**src/hdl/cose_pkg.sv**
```systemverilog
`timescale 1ns / 1ps
// ----------------------------------------------------------------------------
// cose_pkg
// Shared types and constants of the clock offset sync estimator.
// ----------------------------------------------------------------------------
package cose_pkg;

  localparam int STAMP_BITS = 64;
  localparam logic [63:0] STAMP_MASK = {64{1'b1}} >> (64 - STAMP_BITS);

  localparam int DIV_W     = 64;
  localparam int DIVISOR_W = 9;
  localparam int STEP_W    = $clog2(DIV_W + 1);
  localparam int DM_NUM_W  = 24;

  localparam logic [STEP_W-1:0] OFF_STEPS = STEP_W'(DIV_W);
  localparam logic [STEP_W-1:0] DM_STEPS  = STEP_W'(DM_NUM_W);

  localparam int CFG_IDX_W  = 2;
  localparam int CFG_DATA_W = 32;

  localparam logic [CFG_IDX_W-1:0] REG_TIMER_PERIOD  = 2'd0;
  localparam logic [CFG_IDX_W-1:0] REG_ACCEPT_WINDOW = 2'd1;
  localparam logic [CFG_IDX_W-1:0] REG_MAX_DELAY     = 2'd2;
  localparam logic [CFG_IDX_W-1:0] REG_DELAY_SAMPLES = 2'd3;

  localparam logic [31:0] TIMER_PERIOD_RESET  = 32'd1000000;
  localparam logic [15:0] ACCEPT_WINDOW_RESET = 16'd2500;
  localparam logic [15:0] MAX_DELAY_RESET     = 16'd6000;
  localparam logic [7:0]  DELAY_SAMPLES_RESET = 8'd10;

  typedef struct packed {
    logic [63:0] receive_stamp;
    logic [63:0] send_stamp;
    logic [15:0] link_delay;
  } in_item_t;

  typedef struct packed {
    logic               accepted;
    logic signed [63:0] clock_offset;
    logic [15:0]        mean_delay;
    logic               locked;
    logic               lock_event;
  } out_item_t;

  typedef struct packed {
    logic              start;
    logic [STEP_W-1:0] steps;
  } div_ctrl_t;

  typedef struct packed {
    logic busy;
    logic done;
  } div_sts_t;

endpackage

```
**src/hdl/cose_div.sv**
```systemverilog
`timescale 1ns / 1ps
// ----------------------------------------------------------------------------
// cose_div
// Shared restoring divider, one quotient bit per cycle. The dividend is
// top-aligned; after N steps the low N bits of the quotient hold the result.
// ----------------------------------------------------------------------------
module cose_div (
  input  logic                               clk,
  input  logic                               rst,
  input  cose_pkg::div_ctrl_t                ctrl,
  input  logic [cose_pkg::DIV_W-1:0]         dividend,
  input  logic [cose_pkg::DIVISOR_W-1:0]     divisor,
  output cose_pkg::div_sts_t                 sts,
  output logic [cose_pkg::DIV_W-1:0]         quotient
);
  import cose_pkg::*;

  logic [STEP_W-1:0]    cnt;
  logic                 busy;
  logic                 done;
  logic [DIVISOR_W-1:0] rem;
  logic [DIVISOR_W-1:0] dsr;
  logic [DIV_W-1:0]     quo;
  logic [DIVISOR_W:0]   shifted;
  logic                 fits;

  assign shifted = {rem, quo[DIV_W-1]};
  assign fits    = shifted >= {1'b0, dsr};

  always_ff @(posedge clk) begin
    if (rst) begin
      busy <= 1'b0;
      done <= 1'b0;
      cnt  <= '0;
    end else begin
      done <= 1'b0;
      if (ctrl.start) begin
        busy <= 1'b1;
        cnt  <= ctrl.steps;
      end else if (busy) begin
        cnt <= cnt - STEP_W'(1);
        if (cnt == STEP_W'(1)) begin
          busy <= 1'b0;
          done <= 1'b1;
        end
      end
    end
  end

  always_ff @(posedge clk) begin
    if (ctrl.start) begin
      rem <= '0;
      dsr <= divisor;
      quo <= dividend;
    end else if (busy) begin
      if (fits) begin
        rem <= DIVISOR_W'(shifted - {1'b0, dsr});
        quo <= {quo[DIV_W-2:0], 1'b1};
      end else begin
        rem <= shifted[DIVISOR_W-1:0];
        quo <= {quo[DIV_W-2:0], 1'b0};
      end
    end
  end

  assign sts      = '{busy: busy, done: done};
  assign quotient = quo;

  a_done_after_busy: assert property (@(posedge clk) disable iff (rst)
    done |-> $past(busy)) else $error("divider done without a running division");

endmodule

```
**src/hdl/clock_offset_sync_estimator.sv**
```systemverilog
`timescale 1ns / 1ps
// ----------------------------------------------------------------------------
// clock_offset_sync_estimator
// Qualifies sync messages, averages the clock offset and link delay, locks.
// ----------------------------------------------------------------------------
// One message is taken at a time, and in_ready stays low until its result is
// written to the output register. A rejected message passes through the gap,
// check and done states before the next possible transfer. An accepted message
// runs the offset sum through the shared serial divider (64 steps). While the
// delay round is open, the delay mean then goes through the same divider (24
// steps). Otherwise the lock step follows. The divider sets the rate. A
// finished result waits in the output register while the next message is
// taken; the next result holds until that one transfers.
module clock_offset_sync_estimator (
  input  logic                              clk,
  input  logic                              rst,
  input  logic                              in_valid,
  output logic                              in_ready,
  input  cose_pkg::in_item_t                in_data,
  output logic                              out_valid,
  input  logic                              out_ready,
  output cose_pkg::out_item_t               out_data,
  input  logic                              cfg_we,
  input  logic [cose_pkg::CFG_IDX_W-1:0]    cfg_index,
  input  logic [cose_pkg::CFG_DATA_W-1:0]   cfg_data
);
  import cose_pkg::*;

  typedef enum logic [3:0] {
    S_IDLE, S_GAP, S_CHECK, S_ABS, S_DIV1, S_BRANCH, S_DIV2, S_LOCK, S_DONE
  } state_t;

  state_t state;

  logic [31:0] timer_period_us;
  logic [15:0] accept_window_us;
  logic [15:0] max_link_delay_us;
  logic [7:0]  delay_samples;

  logic [63:0] prev_receive;
  logic [63:0] offset_total;
  logic [8:0]  offset_samples;
  logic [15:0] delay_mean;
  logic [7:0]  delay_samples_seen;
  logic [63:0] offset_now;
  logic        lock_flag;

  logic [63:0] rx;
  logic [63:0] tx;
  logic [15:0] dly;
  logic [63:0] gap;
  logic [63:0] off;
  logic        pos;
  logic        acc;
  logic        ev;
  logic        neg;
  logic [63:0] mean;
  logic [63:0] lock_sum;

  div_ctrl_t            div_ctrl;
  div_sts_t             div_sts;
  logic [DIV_W-1:0]     div_dividend;
  logic [DIVISOR_W-1:0] div_divisor;
  logic [DIV_W-1:0]     div_quotient;

  logic [64:0]         win_lo;
  logic [64:0]         win_hi;
  logic                pass;
  logic [DM_NUM_W-1:0] dm_num;

  assign win_lo = {1'b0, gap} + {49'b0, accept_window_us};
  assign win_hi = {33'b0, timer_period_us} + {49'b0, accept_window_us};
  assign pass   = (win_lo > {33'b0, timer_period_us}) && ({1'b0, gap} < win_hi)
                  && (dly < max_link_delay_us);
  assign dm_num = DM_NUM_W'(delay_mean) * DM_NUM_W'(delay_samples_seen)
                  + DM_NUM_W'(dly);

  assign in_ready = (state == S_IDLE);

  cose_div u_div (
    .clk      (clk),
    .rst      (rst),
    .ctrl     (div_ctrl),
    .dividend (div_dividend),
    .divisor  (div_divisor),
    .sts      (div_sts),
    .quotient (div_quotient)
  );

  always_ff @(posedge clk) begin
    if (rst) begin
      state              <= S_IDLE;
      timer_period_us    <= TIMER_PERIOD_RESET;
      accept_window_us   <= ACCEPT_WINDOW_RESET;
      max_link_delay_us  <= MAX_DELAY_RESET;
      delay_samples      <= DELAY_SAMPLES_RESET;
      prev_receive       <= '0;
      offset_total       <= '0;
      offset_samples     <= '0;
      delay_mean         <= '0;
      delay_samples_seen <= '0;
      offset_now         <= '0;
      lock_flag          <= 1'b0;
      out_valid          <= 1'b0;
      div_ctrl           <= '0;
      acc                <= 1'b0;
      ev                 <= 1'b0;
    end else begin
      if (out_valid && out_ready && (state != S_DONE)) begin
        out_valid <= 1'b0;
      end
      if (cfg_we) begin
        case (cfg_index)
          REG_TIMER_PERIOD:  timer_period_us   <= cfg_data;
          REG_ACCEPT_WINDOW: accept_window_us  <= cfg_data[15:0];
          REG_MAX_DELAY:     max_link_delay_us <= cfg_data[15:0];
          REG_DELAY_SAMPLES: delay_samples     <= cfg_data[7:0];
          default: ;
        endcase
      end
      case (state)
        S_IDLE: begin
          if (in_valid) begin
            rx    <= in_data.receive_stamp & STAMP_MASK;
            tx    <= in_data.send_stamp & STAMP_MASK;
            dly   <= in_data.link_delay;
            state <= S_GAP;
          end
        end
        S_GAP: begin
          gap          <= (rx - prev_receive) & STAMP_MASK;
          pos          <= rx < tx;
          off          <= (rx < tx) ? (tx - rx) : (rx - tx);
          prev_receive <= rx;
          acc          <= 1'b0;
          ev           <= 1'b0;
          state        <= S_CHECK;
        end
        S_CHECK: begin
          if (pass) begin
            acc            <= 1'b1;
            offset_total   <= offset_total + off;
            offset_samples <= offset_samples + 9'd1;
            state          <= S_ABS;
          end else begin
            state <= S_DONE;
          end
        end
        S_ABS: begin
          neg          <= offset_total[63];
          div_dividend <= offset_total[63] ? (64'd0 - offset_total) : offset_total;
          div_divisor  <= offset_samples;
          div_ctrl     <= '{start: 1'b1, steps: OFF_STEPS};
          state        <= S_DIV1;
        end
        S_DIV1: begin
          div_ctrl.start <= 1'b0;
          if (div_sts.done) begin
            mean  <= neg ? (64'd0 - div_quotient) : div_quotient;
            state <= S_BRANCH;
          end
        end
        S_BRANCH: begin
          if (delay_samples_seen < delay_samples) begin
            offset_now         <= pos ? mean : (64'd0 - mean);
            div_dividend       <= {dm_num, {(DIV_W - DM_NUM_W){1'b0}}};
            div_divisor        <= DIVISOR_W'(delay_samples_seen) + DIVISOR_W'(1);
            div_ctrl           <= '{start: 1'b1, steps: DM_STEPS};
            delay_samples_seen <= delay_samples_seen + 8'd1;
            state              <= S_DIV2;
          end else begin
            lock_sum <= mean + {49'b0, delay_mean[15:1]};
            state    <= S_LOCK;
          end
        end
        S_DIV2: begin
          div_ctrl.start <= 1'b0;
          if (div_sts.done) begin
            delay_mean <= div_quotient[15:0];
            state      <= S_DONE;
          end
        end
        S_LOCK: begin
          offset_now         <= pos ? lock_sum : (64'd0 - lock_sum);
          ev                 <= !lock_flag;
          lock_flag          <= 1'b1;
          offset_total       <= '0;
          offset_samples     <= '0;
          delay_mean         <= '0;
          delay_samples_seen <= '0;
          state              <= S_DONE;
        end
        S_DONE: begin
          if (!out_valid || out_ready) begin
            out_data.accepted     <= acc;
            out_data.clock_offset <= offset_now;
            out_data.mean_delay   <= delay_mean;
            out_data.locked       <= lock_flag;
            out_data.lock_event   <= ev;
            out_valid             <= 1'b1;
            state                 <= S_IDLE;
          end
        end
        default: state <= S_IDLE;
      endcase
    end
  end

  a_event_locked: assert property (@(posedge clk) disable iff (rst)
    out_valid && out_data.lock_event |-> out_data.locked && out_data.accepted
    && (out_data.mean_delay == 16'd0)) else $error("lock event without lock");

  a_idle_div_quiet: assert property (@(posedge clk) disable iff (rst)
    in_ready |-> !div_sts.busy) else $error("input taken while divider runs");

  a_div_wait: assert property (@(posedge clk) disable iff (rst)
    div_sts.done |-> (state == S_DIV1) || (state == S_DIV2))
    else $error("divider result with no consumer");

  a_reset_out: assert property (@(posedge clk)
    rst |=> !out_valid) else $error("result valid after reset");

endmodule

```
**config.mk**
```make
export PLATFORM = sky130hd
export DESIGN_NAME = clock_offset_sync_estimator
export DESIGN_NICKNAME = d
export VERILOG_FILES = /design/src/hdl/cose_pkg.sv /design/src/hdl/cose_div.sv /design/src/hdl/clock_offset_sync_estimator.sv
export SDC_FILE = /design/constraint.sdc
export NUM_CORES = 2
export LEC_CHECK = 0
export BUFFER_PORTS_ARGS = -buffer_cell sky130_fd_sc_hd__buf_2
export CAP_MARGIN = 40
export CORE_MARGIN = 2
export CORE_UTILIZATION = 30
export CTS_CLUSTER_DIAMETER = 120
export DETAILED_ROUTE_END_ITERATION = 10
export PLACE_DENSITY = 0.56
export REMOVE_ABC_BUFFERS = 1
export SYNTH_ARGS = -nofsm -noshare
export SYNTH_HDL_FRONTEND = slang
export SYNTH_SLANG_ARGS = --single-unit
```
**constraint.sdc**
```tcl
create_clock -name clk -period 20 [get_ports clk]
set_input_delay 4 -clock clk [delete_from_list [all_inputs] [get_ports clk]]
set_output_delay 4 -clock clk [all_outputs]
set_load 0.05 [all_outputs]
```
== Word level (Yosys, flattened, before mapping) ==
Cells that the tools add are included.

* Logic and storage cells: 167
* Output and inout port bits: 85
* Bits in registers: 962
* Input port bits: 183

* Bitwise gates (word level): 3
* Add/sub/neg operators: 17
* Multiply operators: 1
* Mux-type cells: 45
* Magnitude comparators: 6
* Reductions and logical operators: 37
* Eq/ne operators: 19

{| class="wikitable"
|+ Operator list
! kind !! number
|-
| $mux W64 || 10
|-
| $pmux W64 S2 || 3
|-
| $sub A1 B64 Y64 const A || 4
|-
| $sub A64 B64 Y64 || 3
|-
| $add A64 B16 Y65 || 1
|-
| $gt A65 B32 Y1 || 1
|-
| $add A64 B15 Y64 || 1
|-
| $add A64 B64 Y64 || 1
|-
| $lt A64 B33 Y1 || 1
|-
| $lt A64 B64 Y1 || 1
|-
| $pmux W4 S9 || 1
|-
| $pmux W9 S2 || 2
|-
| $add A32 B16 Y33 || 1
|-
| $pmux W16 S2 || 1
|-
| $mux W9 || 3
|-
| $add A24 B16 Y24 || 1
|-
| $mul A16 B8 Y24 || 1
|-
| $reduce_and A2 Y1 || 12
|-
| $mux W4 || 5
|-
| $eq A4 B3 Y1 const B || 4
|-
| $lt A16 B16 Y1 || 1
|-
| $mux W16 || 1
|-
| $mux W8 || 2
|-
| $pmux W8 S2 || 1
|-
| other kinds (33) || 66
|}

== Logic depth before layout (Yosys ltp) ==
* Depth after elaboration: 6
* Depth in mapped cells: 30
* Gate-level depth less buffers: 27

== By module ==
From an unflattened synthesis, not the netlist that was laid out.

* Cells, all modules: 6901
* Area total of the unflattened synthesis: 63576.0 µm²

{| class="wikitable"
|+ By module, submodules not included
! module !! sequential area each (µm²) !! cells each !! times used !! area an instance (µm²)
|-
| clock_offset_sync_estimator || 22922.0 || 6591 || 1 || 59280.6
|-
| cose_div || 2552.4 || 310 || 1 || 4295.4
|}

== Worst setup path after synthesis ==
No wires, ideal clock.

* Kind: input-to-reg
* From: input rst
* To: register mean[0], enable pin
* Path slack: 8.792 ns
* Arrival time: 10.564 ns
* Library setup time: 0.644 ns
* Required time: 19.356 ns
* Path buffers: 2
* Stages on the path: 3
* Path through: clkbuf_1 > clkbuf_1 > nor4_1

* Word-level cells in the longest chain between the ends: 2

{| class="wikitable"
|+ RTL lines
! element !! RTL line !! source
|-
| start: declaration || clock_offset_sync_estimator.sv:16 || <nowiki>input logic rst,</nowiki>
|-
| $not A1 Y1 (no line) || - ||
|-
| $reduce_and A3 Y1 (no line) || - ||
|-
| end signal: assignment || clock_offset_sync_estimator.sv:159 || <nowiki>mean <= neg ? (64'd0 - div_quotient) : div_quotient;</nowiki>
|-
| end: declaration || clock_offset_sync_estimator.sv:57 || <nowiki>logic [63:0] mean;</nowiki>
|}

Every way passes these cells.
A chain may end at the register's enable or synchronous reset.

== Final worst setup path ==
* From: register accept_window_us[0]
* To: register offset_samples[8]

* Word-level cells in the longest chain between the ends: 6
* Elaborated cells between the ends (all ways): 8
* Classes of those cells: add/sub (2); order compare (2); eq/ne (1); reduce/logical (3)

{| class="wikitable"
|+ RTL lines
! element !! RTL line !! source
|-
| start: declaration || clock_offset_sync_estimator.sv:36 || <nowiki>logic [15:0] accept_window_us;</nowiki>
|-
| start signal: assignment || clock_offset_sync_estimator.sv:115 || <nowiki>REG_ACCEPT_WINDOW: accept_window_us <= cfg_data[15:0];</nowiki>
|-
| $add A64 B16 Y65 / $add A32 B16 Y33 (equally long branches) || clock_offset_sync_estimator.sv:71, clock_offset_sync_estimator.sv:72 ||
|-
| $gt A65 B32 Y1 / $lt A64 B33 Y1 (equally long branches) || clock_offset_sync_estimator.sv:73 || <nowiki>assign pass = (win_lo > {33'b0, timer_period_us}) && ({1'b0, gap} < win_hi)</nowiki>
|-
| $logic_and A1 B1 Y1 (*) || clock_offset_sync_estimator.sv:73 ||
|-
| $logic_and A1 B1 Y1 (*) || clock_offset_sync_estimator.sv:74 || <nowiki>&& (dly < max_link_delay_us);</nowiki>
|-
| $ne A2 B2 Y1 (no line) (*) || - ||
|-
| $reduce_and A2 Y1 (no line) (*) || - ||
|-
| end signal: assignment || clock_offset_sync_estimator.sv:143 || <nowiki>offset_samples <= offset_samples + 9'd1;</nowiki>
|-
| end: declaration || clock_offset_sync_estimator.sv:42 || <nowiki>logic [8:0] offset_samples;</nowiki>
|}

Mark *: on every way between the ends. The rest lies on a longest branch, timed or not.

==> impl_metrics.py <==
metrics = {
    "run_status": {
        "outcome": "complete, no violations",
    },
    "final_layout": {
        "synthToLayoutAreaGrowth_pct": 12.3,
        "fill_cells": 21500,
        "final_common_cell": "nand2_1",
        "regArea_mm2": 0.0255,
        "final_cell_mix": "nand2_1, a21oi_1, edfxtp_1",
        "design_area_mm2": 0.0713,
        "multi_input_area_mm2": 0.0350,
        "nets": 7750,
        "drive_above_1_share": 0.0916,
    },
    "global_routing": {
        "overflow": 0,
        "grt_max_degree": 131,
        "grt_pass1_vias": 48900,
        "groute.usage.overall": 0.173,
        "antenna_found_initial": 5,
        "grt_pass1_wl_mm": 293,
    },
    "setup_path": {
        "crit_fanout": 64,
        "worstPathRequired_ns": 20.68,
        "end_kind": "register",
        "critPathLaunchType": "register",
        "r2r_cells": 25,
        "regToRegSetupSlack_ns": 12.40,
        "worstReg2RegEnd": "offset_samples[8]",
        "critPathKind": "reg2reg",
        "crit_arrival_ns": 8.28,
        "reg2reg_from": "accept_window_us[0]",
    },
    "detailed_routing": {
        "drc_errors": 0,
        "drtIter0Drc": 3815,
        "post_drt_wl_per_cell_um": 19.3,
        "drt-total-wl_mm": 191,
        "routed_via_density": 5.08,
        "vias": 50300,
        "drtPass1Iterations": 8,
        "drtAntennaViolNets": 0,
    },
    "timing": {
        "rsz0062_at_grt": "false",
        "whs_ns": 0.418,
        "skew_ns": 0.0270,
        "fmax_mhz": 132,
        "setup_tns_ns": 0,
        "setup_viol": 0,
        "slew_violations": 0,
        "hold_violations": 0,
        "setup_ws_ns": 12.40,
        "final.min_clock_period_ns": 7.60,
        "max_slew_margin": 0.346,
        "tightest_slew_ns": 0.969,
        "finalCritPeriodShare": 0.380,
    },
    "clock_network": {
        "htreeDepth": 3,
        "tritoncts": "built",
        "cts.reportedPaths.clkPinSlew_ns": 0.06,
        "ctsHoldBuffers": 0,
        "cts_buffers": 108,
        "cts_setup_buffers": 0,
        "cts_sinks": 957,
        "cts_resized": 0,
        "clock-root-buffer": "clkbuf_16",
        "clockBufferDepth": 3,
        "clk_latency_ns": 0.76,
    },
    "floorplanning": {
        "chipHeight_um": 464,
        "rows": 168,
        "start_util": 0.302,
        "die_w_um": 464,
        "core_mm2": 0.210,
        "die_area_mm2": 0.215,
        "ios": 268,
    },
    "placement": {
        "gp_congestion": 0.913,
        "portBuffers": 267,
        "place_area_mm2": 0.0677,
        "hpwl_mm": 150,
        "dp_slack_ns": 12.51,
    },
    "logic_synthesis": {
        "synth.top_cell.area_share": 0.298,
        "synth_seq_area_share": 0.401,
        "yosysTopAreaCell": "edfxtp_1",
        "avgSynthCellArea_um2": 9.18,
        "synth_area_mm2": 0.0635,
        "synthTopCellsByArea": "edfxtp_1, dfxtp_1, ha_1, a21oi_1, nand2_1",
        "syn_inst": 6917,
        "synth-edff-count": 631,
        "async_flop_share": 0,
        "yosysWarnings": 0,
        "synthFlopType": "edfxtp_1",
        "yosys_register_bits": 957,
        "yosysUniqueCellTypes": 91,
    },
    "power_and_ir_drop": {
        "p_int_mw": 3.72,
        "pwr-share-clk": 0.386,
        "finalPower_mw": 5.23,
        "power.switching_mw": 1.52,
        "comb_power_share": 0.175,
        "switching_share": 0.290,
        "power_density_mw_per_mm2": 73.3,
        "vdd_drop_max_mv": 0.0702,
        "leakage_nw": 27.9,
        "seq_power_share": 0.439,
    },
    "worst_hold_path": {
        "min_from": "div_divisor[0]",
        "hold_depth": 0,
        "min_to": "u_div.dsr[0]",
        "min_path_type": "reg2reg",
    },
    "flow_run": {
        "maxCapViolations": 0,
    },
}
==> worst max-delay path, stage by stage, from the launching register on <==
cell	delay, ns
dfxtp_1	0.36
ha_1	0.23
inv_1	0.07
fa_1	0.42
nand2b_1	0.17
a211oi_1	0.24
o21bai_1	0.18
a31oi_1	0.50
or2_2	0.28
nor2b_1	0.45
nand4_1	0.18
xnor2_1	0.16
ha_1	0.30
and4_1	0.25
nor3b_1	0.31
a31oi_1	0.15
o211ai_1	0.14
a31oi_1	0.07
nor4_1	0.34
o311ai_1	0.16
or4_1	0.51
nor4_1	0.83
nand2b_2	0.26
buf_4	0.55
or3_1	0.23
mux2i_1	0.17
==> sequential cells by signal (all words and copies together) (netlist names), 32 cells and up <==
signal,cells
mean,64
out_data,83
offset_total,64
offset_now,64
lock_sum,64
prev_receive,64
gap,64
off,64
tx,64
div_dividend,64
u_div.quotient,64
timer_period_us,32
rx,64
==> stage by stage <==
stage | cells | util
final | 9917 | 0.340
after global routing | 9913 | 0.340
after CTS | 9913 | 0.340
after detailed placement | 9707 | 0.323
after global placement | 9696 | 0.322
after floorplan | 6579 | -
==> power groups by stage <==
stage | Combinational (mW) | Sequential (mW) | Clock [mW]
6_report | 0.914 | 2.30 | 2.02
5_1_grt | 1.01 | 2.31 | 2.15
4_1_cts | 0.908 | 2.30 | 2.08
3_5_place_dp | 0.903 | 2.34 | 0
3_3_place_gp | 0.895 | 2.34 | 0
2_1_floorplan | 0.613 | 2.31 | 0
==> how the worst max path moves through the flow <==
| stage | cells after the start | start | endpoint |
|---|---|---|---|
| after floorplan | 1 | rst | mean[0] |
| final | 25 | accept_window_us[0] | offset_samples[8] |
| after CTS | 25 | accept_window_us[0] | offset_samples[8] |
| after global placement | 24 | accept_window_us[0] | offset_samples[8] |
| after global routing | 25 | accept_window_us[0] | offset_samples[5] |
| after detailed placement | 25 | accept_window_us[0] | offset_samples[8] |
==> final cells by class <==
class,instances,area share
Sequential cell,957,0.357
Antenna cell,4,0.000140
Timing Repair Buffer,323,0.0264
Inverter,490,0.0258
Tap cell,2805,0.0492
Multi-Input combinational cell,5132,0.491
Clock buffer,157,0.0430
Clock inverter,49,0.00761
==> synth_stat cells, types with 56 or more instances <==
cell type,number
nand2_1,840
a21oi_1,647
edfxtp_1,631
inv_1,490
nor2_1,465
ha_1,447
xnor2_1,356
dfxtp_1,326
clkbuf_1,297
o21ai_0,267
xor2_1,227
nand3_1,189
a21o_1,181
nor3_1,133
fa_1,108
nand4_1,90
and2_1,78
a211oi_1,74
a31oi_1,68
mux2_2,65
and3_1,61
o31ai_1,61
o211ai_1,60
nor4_1,59
nor2b_1,57
nand2b_1,56
==> logic make-up (layout without fill, tap and decap cells) <==
family,after synthesis,after routing,synth area share
AND/OR/NAND/NOR,2216,2216,0.164
AO/OA/AOI/OAI,1677,1677,0.166
flip-flops,957,957,0.401
buffers and inverters,828,1019,0.0494
XOR/XNOR,583,583,0.0804
adder cells (fa/ha/maj),555,555,0.122
multiplexers,101,101,0.0172
other,0,4,0
==> layer usage <==
metal	up-vias	track usage	routed length (um)	share of wire
li1	24800	-	-	-
met3	210	0.0214	9030	0.047
met5	-	0	0	0
met2	1274	0.269	83100	0.44
met1	24100	0.249	93200	0.49
met4	0	0.0488	5640	0.030
Note: power is estimated with default switching activity, not from simulation.
